File: config.mk
export PLATFORM = sky130hd
export DESIGN_NAME = modbus_request_framer_crc16
export DESIGN_NICKNAME = d
export VERILOG_FILES = /design/src/hdl/mrf_pkg.sv /design/src/hdl/mrf_front.sv /design/src/hdl/mrf_queue.sv /design/src/hdl/mrf_back.sv /design/src/hdl/modbus_request_framer_crc16.sv
export SDC_FILE = /design/constraint.sdc
export NUM_CORES = 1
export LEC_CHECK = 0
export BUFFER_PORTS_ARGS = -buffer_cell sky130_fd_sc_hd__buf_2
export CORE_MARGIN = 3
export CORE_UTILIZATION = 35
export CTS_CLUSTER_DIAMETER = 100
export DETAILED_ROUTE_END_ITERATION = 10
export SLEW_MARGIN = 20
export SYNTH_ARGS = -nofsm -noshare
export SYNTH_HDL_FRONTEND = slang
export SYNTH_HIERARCHICAL = 1
export SYNTH_SLANG_ARGS = --single-unit
export TNS_END_PERCENT = 20
File: constraint.sdc
create_clock -name clk -period 10.46 [get_ports clk]
set_input_delay 0.523 -clock clk [delete_from_list [all_inputs] [get_ports clk]]
set_output_delay 0.523 -clock clk [all_outputs]
set_load 0.05 [all_outputs]
File: src/hdl/mrf_pkg.sv
package mrf_pkg;

	localparam logic [7:0] MaxPayload = 8'd247;
	localparam logic [15:0] CrcInit = 16'hFFFF;
	localparam logic [15:0] CrcPoly = 16'hA001;

	typedef struct packed {
		logic        kind;
		logic [7:0]  slave_address;
		logic [7:0]  func_code;
		logic [15:0] start_register;
		logic [15:0] register_count;
		logic [7:0]  payload_length;
		logic [7:0]  payload_byte;
	} req_item_t;

	typedef struct packed {
		logic [7:0] tx_byte;
		logic       frame_end;
	} tx_item_t;

	typedef enum logic {
		KIND_HEADER = 1'b0,
		KIND_DATA   = 1'b1
	} kind_t;

	typedef enum logic {
		OP_HEADER = 1'b0,
		OP_DATA   = 1'b1
	} op_t;

	// one queued command for the serialiser
	typedef struct packed {
		op_t         op;
		logic        with_crc;
		logic [7:0]  addr;
		logic [7:0]  func;
		logic [15:0] start;
		logic [15:0] count;
		logic [7:0]  len;
		logic [7:0]  data;
	} cmd_t;

	// reflected crc-16/modbus, one byte in eight bit steps
	function automatic logic [15:0] crc_update(input logic [15:0] crc_in, input logic [7:0] b);
		logic [15:0] c;
		c = crc_in ^ {8'h00, b};
		for (int k = 0; k < 8; k++) begin
			if (c[0]) begin
				c = (c >> 1) ^ CrcPoly;
			end else begin
				c = c >> 1;
			end
		end
		return c;
	endfunction

endpackage

File: src/hdl/mrf_front.sv
module mrf_front import mrf_pkg::*; (
	input  logic      clk,
	input  logic      arst_n,
	input  logic      req_valid,
	output logic      req_ready,
	input  req_item_t req,
	output logic      push_valid,
	input  logic      push_ready,
	output cmd_t      push_cmd
);

	logic       open_q;
	logic [7:0] remaining_q;
	logic [7:0] len_sat;
	logic       accept;
	logic       data_ok;

	assign req_ready = push_ready;
	assign accept    = req_valid && req_ready;
	assign len_sat   = (req.payload_length > MaxPayload) ? MaxPayload : req.payload_length;
	assign data_ok   = open_q && (remaining_q != 8'd0);

	always_comb begin
		push_cmd.addr  = req.slave_address;
		push_cmd.func  = req.func_code;
		push_cmd.start = req.start_register;
		push_cmd.count = req.register_count;
		push_cmd.len   = len_sat;
		push_cmd.data  = req.payload_byte;
		if (kind_t'(req.kind) == KIND_HEADER) begin
			push_cmd.op       = OP_HEADER;
			push_cmd.with_crc = (len_sat == 8'd0);
			push_valid        = req_valid;
		end else begin
			push_cmd.op       = OP_DATA;
			push_cmd.with_crc = (remaining_q == 8'd1);
			// payload with no open frame is dropped here
			push_valid        = req_valid && data_ok;
		end
	end

	always_ff @(posedge clk or negedge arst_n) begin
		if (!arst_n) begin
			open_q      <= 1'b0;
			remaining_q <= 8'd0;
		end else if (accept) begin
			if (kind_t'(req.kind) == KIND_HEADER) begin
				open_q      <= (len_sat != 8'd0);
				remaining_q <= len_sat;
			end else if (data_ok) begin
				remaining_q <= remaining_q - 8'd1;
				if (remaining_q == 8'd1) begin
					open_q <= 1'b0;
				end
			end
		end
	end

endmodule

File: src/hdl/mrf_queue.sv
module mrf_queue import mrf_pkg::*; #(
	parameter int DEPTH = 4
) (
	input  logic clk,
	input  logic arst_n,
	input  logic push_valid,
	output logic push_ready,
	input  cmd_t push_cmd,
	output logic head_valid,
	input  logic pop,
	output cmd_t head_cmd
);

	localparam int PtrW = (DEPTH > 1) ? $clog2(DEPTH) : 1;
	localparam int CntW = $clog2(DEPTH + 1);
	localparam logic [PtrW-1:0] LastPtr = PtrW'(DEPTH - 1);
	localparam logic [CntW-1:0] Full = CntW'(DEPTH);

	cmd_t            store_q [DEPTH];
	logic [PtrW-1:0] wr_ptr_q;
	logic [PtrW-1:0] rd_ptr_q;
	logic [CntW-1:0] count_q;
	logic            do_push;
	logic            do_pop;

	assign push_ready = (count_q != Full);
	assign head_valid = (count_q != '0);
	assign head_cmd   = store_q[rd_ptr_q];
	assign do_push    = push_valid && push_ready;
	assign do_pop     = pop && head_valid;

	always_ff @(posedge clk) begin
		if (do_push) begin
			store_q[wr_ptr_q] <= push_cmd;
		end
	end

	always_ff @(posedge clk or negedge arst_n) begin
		if (!arst_n) begin
			wr_ptr_q <= '0;
			rd_ptr_q <= '0;
			count_q  <= '0;
		end else begin
			if (do_push) begin
				wr_ptr_q <= (wr_ptr_q == LastPtr) ? '0 : wr_ptr_q + 1'b1;
			end
			if (do_pop) begin
				rd_ptr_q <= (rd_ptr_q == LastPtr) ? '0 : rd_ptr_q + 1'b1;
			end
			if (do_push && !do_pop) begin
				count_q <= count_q + 1'b1;
			end else if (do_pop && !do_push) begin
				count_q <= count_q - 1'b1;
			end
		end
	end

endmodule

File: src/hdl/mrf_back.sv
module mrf_back import mrf_pkg::*; (
	input  logic     clk,
	input  logic     arst_n,
	input  logic     head_valid,
	input  cmd_t     head_cmd,
	output logic     pop,
	output logic     tx_valid,
	input  logic     tx_ready,
	output tx_item_t tx
);

	logic [3:0]  idx_q;
	logic [15:0] crc_q;
	logic        tx_valid_q;
	tx_item_t    tx_q;

	logic        advance;
	logic        emit;
	logic [7:0]  cur_byte;
	logic        is_crc;
	logic        is_end;
	logic        is_last;
	logic [15:0] crc_base;
	logic [15:0] crc_next;

	assign advance  = !tx_valid_q || tx_ready;
	assign emit     = advance && head_valid;
	assign tx_valid = tx_valid_q;
	assign tx       = tx_q;

	always_comb begin
		cur_byte = 8'h00;
		is_crc   = 1'b0;
		is_end   = 1'b0;
		is_last  = 1'b0;
		if (head_cmd.op == OP_HEADER) begin
			case (idx_q)
				4'd0: cur_byte = head_cmd.addr;
				4'd1: cur_byte = head_cmd.func;
				4'd2: cur_byte = head_cmd.start[15:8];
				4'd3: cur_byte = head_cmd.start[7:0];
				4'd4: cur_byte = head_cmd.count[15:8];
				4'd5: cur_byte = head_cmd.count[7:0];
				4'd6: begin
					cur_byte = head_cmd.len;
					is_last  = !head_cmd.with_crc;
				end
				4'd7: begin
					cur_byte = crc_q[7:0];
					is_crc   = 1'b1;
				end
				4'd8: begin
					cur_byte = crc_q[15:8];
					is_crc   = 1'b1;
					is_end   = 1'b1;
					is_last  = 1'b1;
				end
				default: cur_byte = 8'h00;
			endcase
		end else begin
			case (idx_q)
				4'd0: begin
					cur_byte = head_cmd.data;
					is_last  = !head_cmd.with_crc;
				end
				4'd1: begin
					cur_byte = crc_q[7:0];
					is_crc   = 1'b1;
				end
				4'd2: begin
					cur_byte = crc_q[15:8];
					is_crc   = 1'b1;
					is_end   = 1'b1;
					is_last  = 1'b1;
				end
				default: cur_byte = 8'h00;
			endcase
		end
	end

	// a header restarts the crc at its first byte
	assign crc_base = (head_cmd.op == OP_HEADER && idx_q == 4'd0) ? CrcInit : crc_q;
	assign crc_next = is_crc ? crc_q : crc_update(crc_base, cur_byte);
	assign pop      = emit && is_last;

	always_ff @(posedge clk or negedge arst_n) begin
		if (!arst_n) begin
			idx_q      <= 4'd0;
			crc_q      <= CrcInit;
			tx_valid_q <= 1'b0;
		end else if (advance) begin
			tx_valid_q <= head_valid;
			if (head_valid) begin
				crc_q <= crc_next;
				idx_q <= is_last ? 4'd0 : idx_q + 4'd1;
			end
		end
	end

	always_ff @(posedge clk) begin
		if (emit) begin
			tx_q.tx_byte   <= cur_byte;
			tx_q.frame_end <= is_end;
		end
	end

endmodule

File: src/hdl/modbus_request_framer_crc16.sv
// an accepted item is written into the request queue, and its bytes are then registered onto tx
// throughput: one frame byte per cycle while tx_ready allows; a header is 7 bytes, 9 with
// zero payload, a payload byte 1 byte, 3 when last; the output byte serialiser sets this
// the request queue of QUEUE_DEPTH commands lets requests be taken while bytes drain
// reset is asynchronous: queue emptied, no frame open, crc back to 0xffff
module modbus_request_framer_crc16 import mrf_pkg::*; #(
	parameter int QUEUE_DEPTH = 4
) (
	input  logic      clk,
	input  logic      arst_n,
	input  logic      req_valid,
	output logic      req_ready,
	input  req_item_t req,
	output logic      tx_valid,
	input  logic      tx_ready,
	output tx_item_t  tx
);

	logic push_valid;
	logic push_ready;
	cmd_t push_cmd;
	logic head_valid;
	cmd_t head_cmd;
	logic pop;

	mrf_front u_front (
		.clk        (clk),
		.arst_n     (arst_n),
		.req_valid  (req_valid),
		.req_ready  (req_ready),
		.req        (req),
		.push_valid (push_valid),
		.push_ready (push_ready),
		.push_cmd   (push_cmd)
	);

	mrf_queue #(
		.DEPTH (QUEUE_DEPTH)
	) u_queue (
		.clk        (clk),
		.arst_n     (arst_n),
		.push_valid (push_valid),
		.push_ready (push_ready),
		.push_cmd   (push_cmd),
		.head_valid (head_valid),
		.pop        (pop),
		.head_cmd   (head_cmd)
	);

	mrf_back u_back (
		.clk        (clk),
		.arst_n     (arst_n),
		.head_valid (head_valid),
		.head_cmd   (head_cmd),
		.pop        (pop),
		.tx_valid   (tx_valid),
		.tx_ready   (tx_ready),
		.tx         (tx)
	);

endmodule

==> results.md <==
* Outcome: finished, final reports clean
* First-pass GRT wire length at 44.4 mm
* Worst skew pair latency at 510 ps
* Setup violators final at 0
* Synth Flop Type: edfxtp_1
* WP data required at 10900 ps
* Routed WL at 28.8 mm
* Crit. End Element: flip-flop
* Comb pwr share at 38.8%
* Initial core utilization at 35.7%
* Final antenna-violating net count at 0
* Drt drc at 0
* Ys async rst share at 11.9%
* Nets at 906
* Post-synthesis sequential area ratio at 67.4%
* TritonCTS clock tree: built
* Area after DPL at 0.0140 mm²
* Peak Freq at 0.220 GHz
* Avg Cell Area, Syn at 17.0 µm²
* Die Area at 0.0411 mm²
* Clock group share of total power at 24.2%
* Slew margin rel. at 30.2%
* CP max FO at 44
* Largest net degree at the start of global routing at 67
* Layout cells sized above 1 at 30.6%
* FF+latch count, synth at 310
* Drt wl/cell at 21.1 µm
* Post-DP HPWL at 17.9 mm
* Hold WC Path Type: in -> async
* Core area at 0.0379 mm²
* Post-DR vias/cell at 5.14
* # port buffers at 79
* Setup Buffers After CTS at 0
* PostCTS Resize Cnt at 0
* Vias in the first global route at 7047
* Final Max Tran Viols at 0
* FP Rows at 71
* PwrDens at 332 mW/mm²
* Yosys warns at 6
* Fin crit share at 43.4%
* Sequential power share at 37.0%
* Critical path class: reg -> reg
* Number of cells produced by synthesis at 799
* MaxCap Viol Count at 0
* Total leakage power at 0.00512 µW
* Fin area at 0.0151 mm²
* DR vias at 7003
* CTS H-tree lvls at 2
* Initial antenna violation count at 4
* CP startpoint kind: flip-flop
* Final Skew at 17.2 ps
* Hold slack at 165 ps
* Overall power at 5030 µW
* Worst vdd ir at 0.258 mV
* Setup TNS at 0 ps
* Worst-case clock buffer depth at 3
* Cell variety after synth at 72
* Unrepaired setup endpoints after global routing: no
* Layout Utilization at 39.9%
* Synth Cell Area at 0.0136 mm²
* Clk sink count at 310
* Chip Width at 203 µm
* Slew @ Worst Pin at 1050 ps
* Number of synthesized flops with an enable pin at 273
* Crit path time final at 4540 ps
* Internal power at 3330 µW
* Area Growth Syn to Fin at 11.7%
* Die height at 203 µm
* Total GRT Usage at 14.0%
* Switching share of power at 33.9%
* Drt pass-1 iters at 6
* RePlAce Congestion at 0.851
* Arr. time, crit path at 4980 ps
* Worst-path clk slew at 60 ps
* Switching pwr at 1710 µW
* I/O pin count at 80
* Gr ovfl total at 0
* Hold Violations, Final at 0
* Root Buffer: clkbuf_16
* CTS buffer count at 35
* Hold buffers post-CTS at 0
* Mapped Nets at 881
* Reg2Reg Depth at 11
* Iteration-0 DRC Markers at 623
[stage by stage]
stage               worst slack (ps)  instances
finish                          5920       1362
global route                    5530       1361
CTS                             5810       1361
detailed placement              5840       1298
global placement                5890       1298
floorplan                       6940        799
[worst max-delay path, cell delays in order (launching register included)]
cell and delay, ps:
dfrtp_4 770, buf_4 760, mux4_2 590, a22oi_1 220
a21oi_1 120, or3_1 410, o21ai_0 240, a211oi_2 110
xnor2_1 240, xnor3_2 530, xnor2_1 160, mux2_4 260
[sequential cells by signal (all words and copies together), names as in the netlist]
signal	count
u_front/open_q	1
u_back/tx	9
u_queue/store_q	264
u_back/crc_q	16
u_queue/wr_ptr_q	2
u_back/tx_valid	1
u_back/idx_q	4
u_queue/rd_ptr_q	2
u_front/remaining_q	8
u_queue/count_q	3
[cells by family after synthesis]
group                    after synthesis  share of synthesized area (%)
AO/OA/AOI/OAI                        105                           5.58
XOR/XNOR                              30                           2.22
adder cells (fa/ha/maj)               13                           1.26
buffers and inverters                115                           5.52
flip-flops                           310                           67.4
multiplexers                          84                           12.5
AND/OR/NAND/NOR                      142                           5.49
[metal layers]
layer / GRT usage, % / up-vias / share of wire [%]
met5: 0 / - / 0.19
met4: 3.71 / 8 / 2.1
met3: 3.06 / 48 / 5.7
met2: 21.8 / 200 / 47
met1: 20.0 / 3598 / 45
li1: - / 3149 / -
[synth_stat cells (all sizes together), types with 6 or more instances]
master / instances / area [µm²]
edfxtp: 273 / 8200
buf: 92 / 662
mux4: 66 / 1490
nor2: 43 / 161
nand2: 27 / 101
a21oi: 24 / 120
dfrtp: 21 / 526
xnor2: 19 / 174
dfstp: 16 / 420
a222oi: 12 / 120
a22oi: 12 / 90.1
ha: 12 / 150
inv: 12 / 45.0
o21ai: 12 / 60.1
clkbuf: 11 / 41.3
mux2: 11 / 135
nand2b: 11 / 68.8
nand3: 10 / 50.1
nor3: 9 / 50.1
o22ai: 9 / 56.3
xor2: 9 / 78.8
and3: 8 / 55.1
mux2i: 7 / 70.1
and2: 6 / 42.5
[cell type report]
cell class	instances	area (µm²)
Clock buffer	45	953
Tap cell	511	639
Fill cell	3484	22800
Inverter	12	45.0
Timing Repair Buffer	91	485
Antenna cell	1	2.50
Multi-Input combinational cell	374	3660
Sequential cell	310	9150
Clock inverter	18	208
[worst paths after layout]
kind                                           from               endpoint  slack [ps]
min in group clk                             req[7]  u_queue/store_q[0][7]         230
worst min register to register   u_queue/count_q[2]     u_queue/count_q[2]         480
worst max-delay path            u_queue/rd_ptr_q[0]       u_back/crc_q[14]        5920
worst min-delay path                         arst_n    u_queue/wr_ptr_q[0]         170
worst max register to register  u_queue/rd_ptr_q[0]       u_back/crc_q[14]        5920
max in group asynchronous                    arst_n    u_queue/rd_ptr_q[0]        9590
[placed cells by master (no fill, tap or decap), drive strengths merged, types with 5 or more instances in the layout]
master,netlist,routed
edfxtp,273,273
buf,92,91
mux4,66,66
clkbuf,11,45
nor2,43,43
nand2,27,27
a21oi,24,24
dfrtp,21,21
xnor2,19,19
dfstp,16,16
inv,12,15
o21ai,12,12
a222oi,12,12
a22oi,12,12
ha,12,12
nand2b,11,11
mux2,11,11
nand3,10,10
o22ai,9,9
xor2,9,9
nor3,9,9
and3,8,8
mux2i,7,7
clkinv,0,7
and2,6,6
a221oi,5,5
a211oi,5,5
[power by group through the flow]
stage | sequential [µW] | combinational [µW] | clock [µW]
6_report | 1860 | 1960 | 1220
5_1_grt | 1900 | 2120 | 1300
4_1_cts | 1870 | 1980 | 1250
3_5_place_dp | 1890 | 1960 | 0
3_3_place_gp | 1880 | 1960 | 0
2_1_floorplan | 1860 | 1550 | 0
(Power assumes the default switching activity.)
